**src/hw/rtl/drd_pkg.sv**
```systemverilog
// ----------------------------------------------------------------------------
// drd_pkg
// Shared types and constants for the dictionary run bit decoder.
// ----------------------------------------------------------------------------
package drd_pkg;

    localparam int BYTE_W       = 8;
    localparam int LEN_W        = 4;
    localparam int REP_W        = 2;
    localparam int IDX_W        = 4;
    localparam int LEFT_W       = 4;

    localparam int DICT_ENTRIES = 15;

    localparam logic [LEN_W-1:0]  LIT_LEN    = LEN_W'(9);
    localparam logic [LEN_W-1:0]  RUN_LEN    = LEN_W'(8);
    localparam logic [LEN_W-1:0]  ZERO_LEN   = LEN_W'(2);
    localparam logic [LEFT_W-1:0] BITS_PER_BYTE = LEFT_W'(8);

    typedef enum logic [2:0] {
        CK_NONE,
        CK_LITERAL,
        CK_ZERO,
        CK_RUN,
        CK_END,
        CK_BAD
    } t_code_kind;

    // one finished code, as seen by the sequencer
    typedef struct packed {
        t_code_kind             kind;
        logic [BYTE_W-1:0]      lit;
        logic [REP_W-1:0]       rep;
        logic [IDX_W-1:0]       idx;
    } t_code_event;

    // code gathering state
    typedef struct packed {
        logic [BYTE_W-1:0]      bits;
        logic [LEN_W-1:0]       len;
        logic                   first;
    } t_code_state;

    typedef struct packed {
        logic [BYTE_W-1:0]      out_byte;
        logic                   byte_valid;
        logic                   last_of_run;
        logic                   stream_end;
        logic                   bad_index;
    } t_out_beat;

    typedef enum logic [1:0] {
        ST_IDLE,
        ST_BITS,
        ST_RUN,
        ST_FLUSH
    } t_state;

endpackage

```
**src/hw/rtl/drd_if.sv**
```systemverilog
// ----------------------------------------------------------------------------
// drd_in_if / drd_out_if
// Valid/ready channels for encoded input bytes and decoded output beats.
// ----------------------------------------------------------------------------
interface drd_in_if;
    logic                       valid;
    logic                       ready;
    logic [drd_pkg::BYTE_W-1:0] in_byte;

    modport source (output valid, output in_byte, input ready);
    modport sink   (input valid, input in_byte, output ready);
endinterface

interface drd_out_if;
    logic                       valid;
    logic                       ready;
    logic [drd_pkg::BYTE_W-1:0] out_byte;
    logic                       byte_valid;
    logic                       last_of_run;
    logic                       stream_end;
    logic                       bad_index;

    modport source (output valid, output out_byte, output byte_valid,
                    output last_of_run, output stream_end, output bad_index,
                    input ready);
    modport sink   (input valid, input out_byte, input byte_valid,
                    input last_of_run, input stream_end, input bad_index,
                    output ready);
endinterface

```
**src/hw/rtl/drd_code_parser.sv**
```systemverilog
// ----------------------------------------------------------------------------
// drd_code_parser
// One-bit step of the prefix code parser: appends a bit to the partial code
// and reports a finished code.
// ----------------------------------------------------------------------------
module drd_code_parser (
    input  drd_pkg::t_code_state i_state,
    input  logic                 i_bit,
    output drd_pkg::t_code_state o_state,
    output drd_pkg::t_code_event o_event
);
    import drd_pkg::*;

    logic [LEN_W-1:0]  w_len;
    logic              w_first;
    logic [BYTE_W-1:0] w_bits;

    always_comb begin
        w_len   = i_state.len + LEN_W'(1);
        w_first = (i_state.len == '0) ? i_bit : i_state.first;
        w_bits  = {i_state.bits[BYTE_W-2:0], i_bit};

        o_event.kind = CK_NONE;
        o_event.lit  = w_bits;
        o_event.rep  = w_bits[IDX_W +: REP_W];
        o_event.idx  = w_bits[IDX_W-1:0];

        if (!w_first && w_len == LIT_LEN) begin
            o_event.kind = CK_LITERAL;
        end else if (w_first && w_len == ZERO_LEN && !i_bit) begin
            o_event.kind = CK_ZERO;
        end else if (w_first && w_len == RUN_LEN) begin
            if (w_bits[IDX_W-1:0] != '0) begin
                o_event.kind = CK_RUN;
            end else if (w_bits[IDX_W +: REP_W] == '0) begin
                o_event.kind = CK_END;
            end else begin
                o_event.kind = CK_BAD;
            end
        end

        if (o_event.kind == CK_NONE) begin
            o_state.bits  = w_bits;
            o_state.len   = w_len;
            o_state.first = w_first;
        end else begin
            o_state.bits  = '0;
            o_state.len   = '0;
            o_state.first = 1'b0;
        end
    end

endmodule

```
**src/hw/rtl/dictionary_run_bit_decoder.sv**
```systemverilog
// ----------------------------------------------------------------------------
// dictionary_run_bit_decoder
// Loads a 15-entry dictionary, then decodes literal, zero, run and end codes.
// ----------------------------------------------------------------------------
// Takes one byte per input beat. The first 15 bytes after reset fill the
// dictionary, with no output. Every later byte is taken in and is then
// shifted through the code parser one bit per cycle unless held, MSB first.
// A dictionary run emits each additional copy from ST_RUN, and ST_FLUSH
// hands over the last output beat when the byte caused any; the end code
// cuts its byte short. A new input byte is taken only once the previous one
// is done. Output stalls hold the bit shifter. The final beat caused by an
// input byte carries last_of_run. After the end code the block reports it
// once and then accepts and drops input until reset.
module dictionary_run_bit_decoder (
    input  logic             i_clk,
    input  logic             i_rst_n,
    drd_in_if.sink           i_in,
    drd_out_if.source        o_out
);
    import drd_pkg::*;

    t_state              r_state, n_state;
    logic [BYTE_W-1:0]   r_dict [DICT_ENTRIES];
    logic [IDX_W-1:0]    r_dcnt, n_dcnt;
    logic [BYTE_W-1:0]   r_shift, n_shift;
    logic [LEFT_W-1:0]   r_left, n_left;
    t_code_state         r_code, n_code;
    logic                r_fin, n_fin;
    logic [REP_W-1:0]    r_run_left, n_run_left;
    t_out_beat           r_pend, n_pend;
    logic                r_pend_valid, n_pend_valid;
    t_out_beat           r_out, n_out;
    logic                r_out_valid, n_out_valid;

    t_code_state         w_code_nx;
    t_code_event         w_ev;
    logic                w_accept;
    logic                w_out_free;
    logic                w_gen;
    logic                w_dict_we;
    logic                w_dict_rd;

    drd_code_parser u_parser (
        .i_state (r_code),
        .i_bit   (r_shift[BYTE_W-1]),
        .o_state (w_code_nx),
        .o_event (w_ev)
    );

    assign i_in.ready        = (r_state == ST_IDLE);
    assign w_accept          = i_in.valid && (r_state == ST_IDLE);
    assign w_out_free        = !r_out_valid || o_out.ready;
    assign w_gen             = (w_ev.kind != CK_NONE);

    assign o_out.valid       = r_out_valid;
    assign o_out.out_byte    = r_out.out_byte;
    assign o_out.byte_valid  = r_out.byte_valid;
    assign o_out.last_of_run = r_out.last_of_run;
    assign o_out.stream_end  = r_out.stream_end;
    assign o_out.bad_index   = r_out.bad_index;

    always_comb begin
        n_state      = r_state;
        n_dcnt       = r_dcnt;
        n_shift      = r_shift;
        n_left       = r_left;
        n_code       = r_code;
        n_fin        = r_fin;
        n_run_left   = r_run_left;
        n_pend       = r_pend;
        n_pend_valid = r_pend_valid;
        n_out        = r_out;
        n_out_valid  = r_out_valid && !o_out.ready;
        w_dict_we    = 1'b0;
        w_dict_rd    = 1'b0;

        case (r_state)
            ST_IDLE: begin
                if (w_accept && !r_fin) begin
                    if (r_dcnt < IDX_W'(DICT_ENTRIES)) begin
                        w_dict_we = 1'b1;
                        n_dcnt    = r_dcnt + IDX_W'(1);
                    end else begin
                        n_shift = i_in.in_byte;
                        n_left  = BITS_PER_BYTE;
                        n_state = ST_BITS;
                    end
                end
            end

            ST_BITS: begin
                // hold the bit while a finished result cannot be staged
                if (!(w_gen && r_pend_valid && !w_out_free)) begin
                    n_code  = w_code_nx;
                    n_shift = {r_shift[BYTE_W-2:0], 1'b0};
                    n_left  = r_left - LEFT_W'(1);
                    if (w_gen) begin
                        if (r_pend_valid) begin
                            n_out             = r_pend;
                            n_out.last_of_run = 1'b0;
                            n_out_valid       = 1'b1;
                        end
                        n_pend_valid = 1'b1;
                        n_pend       = '0;
                        case (w_ev.kind)
                            CK_LITERAL: begin
                                n_pend.out_byte   = w_ev.lit;
                                n_pend.byte_valid = 1'b1;
                            end
                            CK_ZERO: begin
                                n_pend.byte_valid = 1'b1;
                            end
                            CK_RUN: begin
                                // byte comes from the dictionary read below
                                n_pend.byte_valid = 1'b1;
                                w_dict_rd         = 1'b1;
                            end
                            CK_END: begin
                                n_pend.stream_end = 1'b1;
                                n_fin             = 1'b1;
                            end
                            CK_BAD: begin
                                n_pend.bad_index = 1'b1;
                            end
                            default: begin
                                n_pend_valid = r_pend_valid;
                            end
                        endcase
                    end

                    if (w_ev.kind == CK_RUN && w_ev.rep != '0) begin
                        n_run_left = w_ev.rep;
                        n_state    = ST_RUN;
                    end else if (n_left == '0 || w_ev.kind == CK_END) begin
                        n_state = (w_gen || r_pend_valid) ? ST_FLUSH : ST_IDLE;
                    end
                end
            end

            ST_RUN: begin
                if (w_out_free) begin
                    n_out             = r_pend;
                    n_out.last_of_run = 1'b0;
                    n_out_valid       = 1'b1;
                    n_run_left        = r_run_left - REP_W'(1);
                    if (r_run_left == REP_W'(1)) begin
                        n_state = (r_left == '0) ? ST_FLUSH : ST_BITS;
                    end
                end
            end

            ST_FLUSH: begin
                if (w_out_free) begin
                    n_out             = r_pend;
                    n_out.last_of_run = 1'b1;
                    n_out_valid       = 1'b1;
                    n_pend_valid      = 1'b0;
                    n_state           = ST_IDLE;
                end
            end

            default: begin
                n_state = ST_IDLE;
            end
        endcase
    end

    always_ff @(posedge i_clk) begin
        if (!i_rst_n) begin
            r_state <= ST_IDLE;
        end else begin
            r_state <= n_state;
        end
    end

    always_ff @(posedge i_clk) begin
        if (!i_rst_n) begin
            r_dcnt       <= '0;
            r_code       <= '0;
            r_fin        <= 1'b0;
            r_pend_valid <= 1'b0;
            r_out_valid  <= 1'b0;
            r_left       <= '0;
            r_run_left   <= '0;
        end else begin
            r_dcnt       <= n_dcnt;
            r_code       <= n_code;
            r_fin        <= n_fin;
            r_pend_valid <= n_pend_valid;
            r_out_valid  <= n_out_valid;
            r_left       <= n_left;
            r_run_left   <= n_run_left;
        end
    end

    always_ff @(posedge i_clk) begin
        r_shift <= n_shift;
        r_out   <= n_out;
        if (w_dict_rd) begin
            r_pend <= '{out_byte:    r_dict[w_ev.idx - IDX_W'(1)],
                        byte_valid:  n_pend.byte_valid,
                        last_of_run: n_pend.last_of_run,
                        stream_end:  n_pend.stream_end,
                        bad_index:   n_pend.bad_index};
        end else begin
            r_pend <= n_pend;
        end
    end

    always_ff @(posedge i_clk) begin
        if (w_dict_we) begin
            r_dict[r_dcnt] <= i_in.in_byte;
        end
    end

endmodule
```
**src/flat_wrapper.sv**
```systemverilog
// flat-port wrapper written by rule: the top's interface ports become plain ports
module dictionary_run_bit_decoder_flat import drd_pkg::*;
  (i_clk, i_rst_n, i_in_valid, i_in_in_byte, i_in_ready, o_out_valid, o_out_out_byte, o_out_byte_valid, o_out_last_of_run, o_out_stream_end, o_out_bad_index, o_out_ready);
  drd_in_if i_in_i ();
  drd_out_if o_out_i ();
  input  logic i_clk;
  input  logic i_rst_n;
  input wire logic [$bits(i_in_i.valid)-1:0] i_in_valid;
  input wire logic [$bits(i_in_i.in_byte)-1:0] i_in_in_byte;
  output wire logic [$bits(i_in_i.ready)-1:0] i_in_ready;
  output wire logic [$bits(o_out_i.valid)-1:0] o_out_valid;
  output wire logic [$bits(o_out_i.out_byte)-1:0] o_out_out_byte;
  output wire logic [$bits(o_out_i.byte_valid)-1:0] o_out_byte_valid;
  output wire logic [$bits(o_out_i.last_of_run)-1:0] o_out_last_of_run;
  output wire logic [$bits(o_out_i.stream_end)-1:0] o_out_stream_end;
  output wire logic [$bits(o_out_i.bad_index)-1:0] o_out_bad_index;
  input wire logic [$bits(o_out_i.ready)-1:0] o_out_ready;
  assign i_in_i.valid = i_in_valid;
  assign i_in_i.in_byte = i_in_in_byte;
  assign i_in_ready = i_in_i.ready;
  assign o_out_valid = o_out_i.valid;
  assign o_out_out_byte = o_out_i.out_byte;
  assign o_out_byte_valid = o_out_i.byte_valid;
  assign o_out_last_of_run = o_out_i.last_of_run;
  assign o_out_stream_end = o_out_i.stream_end;
  assign o_out_bad_index = o_out_i.bad_index;
  assign o_out_i.ready = o_out_ready;
  dictionary_run_bit_decoder u_core (.i_clk(i_clk), .i_rst_n(i_rst_n), .i_in(i_in_i), .o_out(o_out_i));
endmodule
```
**config.mk**
```make
export PLATFORM = sky130hd
export DESIGN_NAME = dictionary_run_bit_decoder_flat
export DESIGN_NICKNAME = d
export VERILOG_FILES = /design/src/hw/rtl/drd_pkg.sv /design/src/hw/rtl/drd_if.sv /design/src/hw/rtl/drd_code_parser.sv /design/src/hw/rtl/dictionary_run_bit_decoder.sv /design/src/flat_wrapper.sv
export SDC_FILE = /design/constraint.sdc
export NUM_CORES = 1
export LEC_CHECK = 0
export CAP_MARGIN = 0
export CORE_MARGIN = 3
export CORE_UTILIZATION = 70
export CTS_BUF_LIST = sky130_fd_sc_hd__clkbuf_8
export DETAILED_ROUTE_END_ITERATION = 8
export DONT_BUFFER_PORTS = 1
export GPL_TIMING_DRIVEN = 0
export HOLD_SLACK_MARGIN = 0.12
export PLACE_DENSITY = 0.94
export SETUP_SLACK_MARGIN = 0.02
export SLEW_MARGIN = 0
export SYNTH_ARGS = -nofsm -noshare
export SYNTH_HDL_FRONTEND = slang
export SYNTH_SLANG_ARGS = --single-unit
```
**constraint.sdc**
```tcl
create_clock -name i_clk -period 4.8 [get_ports i_clk]
set_input_delay 0.48 -clock i_clk [delete_from_list [all_inputs] [get_ports i_clk]]
set_output_delay 0.48 -clock i_clk [all_outputs]
set_load 0.01 [all_outputs]
```
# ---- Word-level counts from Yosys, hierarchy flattened
# Memories as Yosys holds them, arrays and structs flattened.
# Cells that the tools add are included.
dict set report classes {
  n_addsub 5
  magnitude_cmp 1
  n_eq_ne 24
  mux 63
  bitwise_logic 1
  n_reduce_logical 46
}
# operator count
set ops {}
lappend ops {{12-bit 2-to-1 mux} 10}
lappend ops {{12-bit one-hot mux with 3 select lines} 1}
lappend ops {{8-bit 2-to-1 mux} 4}
lappend ops {{2-bit 2-to-1 mux} 13}
lappend ops {{1-bit 2-to-1 mux} 22}
lappend ops {{2-bit by 1-bit inequality test with 1-bit output (second input constant)} 8}
lappend ops {{8-bit one-hot mux with 2 select lines} 1}
lappend ops {{4-bit logical NOT} 3}
lappend ops {{3-bit 2-to-1 mux} 4}
lappend ops {{4-bit 2-to-1 mux} 3}
lappend ops {{4-bit AND reduction} 3}
lappend ops {{2-bit nonzero test} 6}
lappend ops {{1-bit logical AND} 10}
lappend ops {{4-bit by 1-bit adder with 4-bit output (second input constant)} 2}
lappend ops {{4-bit == test (second input constant)} 2}
lappend ops {{2-bit one-hot mux with 4 select lines} 1}
lappend ops {{4-bit one-hot mux with 2 select lines} 1}
lappend ops {{4-bit by 1-bit subtractor with 4-bit output (second input constant)} 2}
lappend ops {{7-bit AND reduction} 1}
lappend ops {{3-bit by 2-bit == test with 1-bit output (second input constant)} 2}
lappend ops {{3-bit == test (second input constant)} 2}
lappend ops {{1-bit logical NOT} 6}
lappend ops {{2-bit inequality test (second input constant)} 3}
lappend ops {{3-bit AND reduction} 2}
lappend ops {{21 further kinds} 28}
dict set report word_totals {
  ff_bits 59
  ramBits 120
  in_bits 12
  output_inout_bits 14
  word_cells 162
  n_memories 1
}
# memory words width rd rd_clocked_by_memory_dff write_ports line
set memory_table {}
lappend memory_table {u_core.r_dict 15 8 1 0 1 dictionary_run_bit_decoder.sv:23} ;# logic [BYTE_W-1:0] r_dict [DICT_ENTRIES];

# ---- Depth between registers and ports, before layout
dict set report depth {
  depth_word 13
  depth_mapped 11
  ltp_nobuf 9
}

# ---- Cells and area by module
# From an unflattened synthesis, not the netlist that was laid out.
dict set report hier_totals {
  hier_cells 562
  area_unflattened_um2 7870.0
}
# mod n_inst cells_each area_per_inst_um2 seq_area_each_um2
set by_module_without_submodules {}
lappend by_module_without_submodules {dictionary_run_bit_decoder 1 496 7275.7 5094.9}
lappend by_module_without_submodules {drd_code_parser 1 66 594.3 0.0}

# ---- Worst setup path after synthesis
# No wires, ideal clock.
dict set report synth_timing {
  path_type {register to register}
  startpoint {register u_core.r_code[1] (netlist bit)}
  endpoint {register u_core.r_out, in the netlist u_core.o_out.bad_index (enable)}
  setup_time_ps 380
  arrival_ps 2308
  required_time_ps 4420
  slack_ps 2112
  stages_incl_launch_ff 9
  n_path_buf 0
  synth_period_minus_slack_ps 2688
  path_cell_list {dfxtp_1 inv_1 ha_1 nand2b_1 o21ai_1 a2111oi_4 nor2_4 o21ba_2 nor2_1}
}
dict set report synth_via {
  elab_chain_len 11
  word_cells_on_any_way 20
  cone_classes {add/sub: 1; eq/ne: 5; mux: 4; reduce/logical: 10}
}
# item line
set synth_rtl {}
lappend synth_rtl {{start: declaration} dictionary_run_bit_decoder.sv:27} ;# t_code_state r_code, n_code;
lappend synth_rtl {{start signal: assignment} dictionary_run_bit_decoder.sv:187} ;# r_code <= n_code;
lappend synth_rtl {{4-bit by 1-bit adder with 4-bit output / 4-bit logical NOT (equally long branches)} {drd_code_parser.sv:19, drd_code_parser.sv:20}}
lappend synth_rtl {{4-bit == test (tied with other cells)} drd_code_parser.sv:32} ;# end else if (w_first && w_len == RUN_LEN) begin
lappend synth_rtl {{1-bit logical AND (on tied branches)} {drd_code_parser.sv:32, drd_code_parser.sv:30}}
lappend synth_rtl {{3-bit 2-to-1 mux / 1-bit logical AND (equally long branches)} {drd_code_parser.sv:32, drd_code_parser.sv:30}}
lappend synth_rtl {{3-bit 2-to-1 mux} drd_code_parser.sv:30} ;# end else if (w_first && w_len == ZERO_LEN && !i_bit) begin
lappend synth_rtl {{3-bit 2-to-1 mux (*)} drd_code_parser.sv:28} ;# if (!w_first && w_len == LIT_LEN) begin
lappend synth_rtl {{3-bit nonzero test (*)} dictionary_run_bit_decoder.sv:53} ;# assign w_gen = (w_ev.kind != CK_NONE);
lappend synth_rtl {{1-bit logical AND (2 in series)} dictionary_run_bit_decoder.sv:93} ;# if (!(w_gen && r_pend_valid && !w_out_free)) begin
lappend synth_rtl {{2-bit inequality test (no source line)} -}
lappend synth_rtl {{6-bit AND reduction (no source line) (*)} -}
lappend synth_rtl {{end signal: assignment} dictionary_run_bit_decoder.sv:198} ;# r_out <= n_out;
lappend synth_rtl {{end: declaration} dictionary_run_bit_decoder.sv:32} ;# t_out_beat r_out, n_out;
# Mark *: on every way between the ends. The rest lies on a longest branch, timed or not.
# A chain may end at the register's enable or synchronous reset.

# ---- Worst setup path after layout
dict set report layout_timing {
  startpoint {register u_core.r_shift[7]}
  endpoint {register u_core.r_pend[8] (netlist bit) (data pin)}
}
dict set report layout_via {
  elab_chain_len 11
  word_cells_on_any_way 28
  cone_classes {add/sub: 1; eq/ne: 2; mux: 14; reduce/logical: 10; memory: 1}
}
# item line
set layout_rtl {}
lappend layout_rtl {{start: declaration} dictionary_run_bit_decoder.sv:25} ;# logic [BYTE_W-1:0] r_shift, n_shift;
lappend layout_rtl {{start signal: assignment} dictionary_run_bit_decoder.sv:197} ;# r_shift <= n_shift;
lappend layout_rtl {{4-bit nonzero test / 1-bit 2-to-1 mux (equally long branches)} {drd_code_parser.sv:33, drd_code_parser.sv:20}}
lappend layout_rtl {{3-bit 2-to-1 mux (tied with other cells)} drd_code_parser.sv:33} ;# if (w_bits[IDX_W-1:0] != '0) begin
lappend layout_rtl {{3-bit 2-to-1 mux / 1-bit logical AND (equally long branches)} {drd_code_parser.sv:32, drd_code_parser.sv:30}}
lappend layout_rtl {{3-bit 2-to-1 mux} drd_code_parser.sv:30}
lappend layout_rtl {{3-bit 2-to-1 mux} drd_code_parser.sv:28}
lappend layout_rtl {{3-bit by 1-bit == test with 1-bit output (tied with other cells)} dictionary_run_bit_decoder.sv:105} ;# case (w_ev.kind)
lappend layout_rtl {{8-bit 2-to-1 mux (tied with other cells)} dictionary_run_bit_decoder.sv:105}
lappend layout_rtl {{12-bit 2-to-1 mux (tied with other cells)} dictionary_run_bit_decoder.sv:97} ;# if (w_gen) begin
lappend layout_rtl {{12-bit 2-to-1 mux / 1-bit 2-to-1 mux (equally long branches)} dictionary_run_bit_decoder.sv:93}
lappend layout_rtl {{12-bit 2-to-1 mux / 1-bit 2-to-1 mux (equally long branches)} dictionary_run_bit_decoder.sv:77} ;# case (r_state)
lappend layout_rtl {{12-bit 2-to-1 mux (*)} dictionary_run_bit_decoder.sv:199} ;# if (w_dict_rd) begin
lappend layout_rtl {{end signal: assignment} dictionary_run_bit_decoder.sv:200} ;# r_pend <= '{out_byte: r_dict[w_ev.idx - IDX_W'(1)],
lappend layout_rtl {{end signal: assignment} dictionary_run_bit_decoder.sv:206} ;# r_pend <= n_pend;
lappend layout_rtl {{end: declaration} dictionary_run_bit_decoder.sv:30} ;# t_out_beat r_pend, n_pend;
# Mark *: on every way between the ends. The rest lies on a longest branch, timed or not. The select of a mux whose other input is x is not followed.

==> results.json <==
{
  "status": "finished clean",
  "crit_path_start": "u_core.r_shift[7]",
  "finalHoldViolations": 0,
  "worst_slack_ns": 1.390,
  "yosys_warnings": 0,
  "firstDrtPassIters": 6,
  "worst_pin_slew_ns": 1.320,
  "die_w_um": 109.6,
  "vias": 4806,
  "cts.clk_slew.worst_paths_ns": 0.09,
  "synth_top_flop_cell": "edfxtp_1",
  "rows": 37,
  "synth_top_area_share_pct": 60.35,
  "wl_met3_um": 1680,
  "yosys-top-cells-count": "151 x edfxtp_1, 58 x nand2_1, 58 x nor2_1",
  "grt_use_total_pct": 30.12,
  "tns_ns": 0,
  "hold_class": "input pin to flop",
  "hpwlAfterDp_um": 10480,
  "required_ns": 5.00,
  "wl_per_cell_um": 25.07,
  "initial_core_util_pct": 72.45,
  "ys_ff_latch": 178,
  "drv_slew": 0,
  "ir_drop_mv": 0.2471,
  "synth_top_area_cell": "edfxtp_1",
  "finalSetupViolations": 0,
  "antenna_found_initial": 0,
  "tritoncts": "done",
  "seq_area_frac_synth_pct": 67.54,
  "maxSlewHeadroom_pct": 11.35,
  "fp.coreArea_sq_mm": 0.01037,
  "rsz0062_at_grt": "no",
  "root_buffer": "clkbuf_8",
  "crit_path_start_kind": "flop",
  "wl_um": 17720,
  "met1_length_um": 6372,
  "grt_pass1_wl_um": 25860,
  "grt_pass1_vias": 4671,
  "ff2ff_setup_slack_ns": 1.39,
  "power_leakage_nw": 2.704,
  "power_density_mw_per_mm2": 330.7,
  "fin_crit_sh_pct": 71.04,
  "synthCells": 518,
  "clkSinkCount": 178,
  "drtIter0Drc": 611,
  "wl_met2_um": 8999,
  "port_buffers": 0,
  "viasPerCell": 6.798,
  "async_flop_share_pct": 0,
  "critPathKind": "flop to flop",
  "htreeDepth": 4,
  "drt_drc_violations_left": 0,
  "postCtsSetupRepairBufs": 0,
  "grt_max_degree": 19,
  "netlist_area_sq_mm": 0.007513,
  "hold_path.startpoint": "i_in_in_byte[7]",
  "path_max_fanout": 10,
  "end_kind": "flop",
  "pin_count": 26,
  "period_minus_slack_ns": 3.410,
  "pre_cts_ws_ns": 1.657,
  "cts_buffers": 17,
  "synth_edf_count": 151,
  "syn_to_final_growth_pct": 10.07,
  "r2r-start": "u_core.r_shift[7]",
  "syn_avg_cell_area_sq_um": 14.50,
  "cp.arrival_ns": 3.61,
  "syn_nets": 544,
  "drive_gt1_share_pct": 13.31,
  "fin_nets": 584,
  "overflow": 0,
  "crit_end": "u_core.r_pend[8]",
  "ys_types": 56,
  "dieArea_sq_mm": 0.01201,
  "gp_congestion": 0.9162,
  "r2r-end": "u_core.r_pend[8]",
  "synth_most_common_cell": "edfxtp_1",
  "maxCapViolCount": 0,
  "fp.dieH_um": 109.6,
  "clk_path_buf_depth": 2,
  "fmax_ghz": 0.2933,
  "routed.top_layer": "met4",
  "ys_top_cells_by_area": "edfxtp_1 60%, dfxtp_1 7.2%, mux4_2 7.2%, nand2_1 2.9%, nor2_1 2.9%",
  "diodes": 0,
  "clk_latency_ns": 0.44,
  "finClkSkew_ns": 0.01341,
  "ff2ff_path_depth": 10,
  "ant_nets": 0
}
[cell type report]
cell class | count | area, sq um
clock inverters | 15 | 142.6
plain buffers | 25 | 116.4
fillers | 549 | 2100
well taps | 136 | 170.2
repair buffers | 21 | 210.2
inverters | 13 | 48.80
clock buffers | 17 | 234.0
flip-flops and latches | 178 | 5075
multi-input cells | 302 | 2273
[report_power, final]
group | internal [mW] | leakage [nW] | total [mW] | switching [mW]
Sequential | 1.69 | 1.61 | 1.69 | 0.00650
Clock | 0.382 | 0.186 | 0.971 | 0.589
Combinational | 0.0233 | 0.904 | 0.0709 | 0.0477
Total | 2.09 | 2.70 | 2.73 | 0.643
[how the worst min path moves through the flow]
stage | to | slack (ns) | cells past startpoint
floorplan | u_core.o_out.bad_index | 0.40 | 0
global placement | u_core.o_out.byte_valid | 0.40 | 0
detailed placement | u_core.o_out.out_byte[0] | 0.40 | 0
CTS | u_core.r_dict[4][3] | 0.12 | 0
global route | u_core.r_shift[0] | 0.21 | 1
finish | u_core.r_shift[7] | 0.23 | 2
[logic make-up (layout without fill, tap and decap cells)]
logic type | Yosys count | count (layout) | share of synthesized area (%)
flops | 178 | 178 | 67.54
simple gates | 161 | 161 | 9.742
compound gates | 83 | 83 | 8.376
buf+inv | 38 | 91 | 2.198
mux | 34 | 34 | 8.543
fa+ha+maj | 14 | 14 | 2.331
xor+xnor | 10 | 10 | 1.266
[registers in the layout (all words and copies together), names as in the netlist, 4 cells and up]
register / count
u_core.r_left: 4
u_core.r_dcnt: 4
u_core.o_out.out_byte: 8
u_core.r_pend: 11
u_core.r_code: 12
u_core.r_shift: 8
u_core.r_dict: 120
[per-layer routing]
metal	track usage [%]	up-vias
met5	0	-
met4	13.36	0
met3	7.281	56
met2	51.13	370
met1	36.95	2330
li1	-	2050
[worst max-delay path, cell delays in order (launching register included)]
cell	delay, ns
edfxtp_1	0.38
buf_4	0.21
inv_1	0.15
ha_1	0.24
xor2_1	0.68
buf_2	0.35
mux4_2	0.33
a211oi_1	0.43
a31oi_1	0.13
a22oi_1	0.20
nor2_1	0.07
[repair_timing]
item,in CTS,in global routing
hold buffers,13,8
endpoints found under the hold margin,45,65
resized for setup,0,0
[per-stage QoR]
step | utilization, % | total power, mW | hold slack [ns] | area (sq um) | cells
floorplan | - | 1.752 | 0.4003 | 7513 | 518
global placement | 74.10 | 1.760 | 0.4019 | 7684 | 654
CTS | 78.98 | 2.709 | 0.1201 | 8190 | 699
finish | 79.75 | 2.735 | 0.2328 | 8270 | 707
detailed placement | 74.10 | 1.765 | 0.4045 | 7684 | 654
global route | 79.75 | 2.804 | 0.2131 | 8270 | 707
[placed cells by master (no fill, tap or decap), types with 16 or more instances in the layout]
cell type        n
a211oi_1        16
a22oi_1         17
clkbuf_1        16
clkbuf_8        17
dfxtp_1         27
dlygate4sd3_1   21
edfxtp_1       151
mux4_2          24
nand2_1         58
nor2_1          58
(Power assumes the default switching activity.)
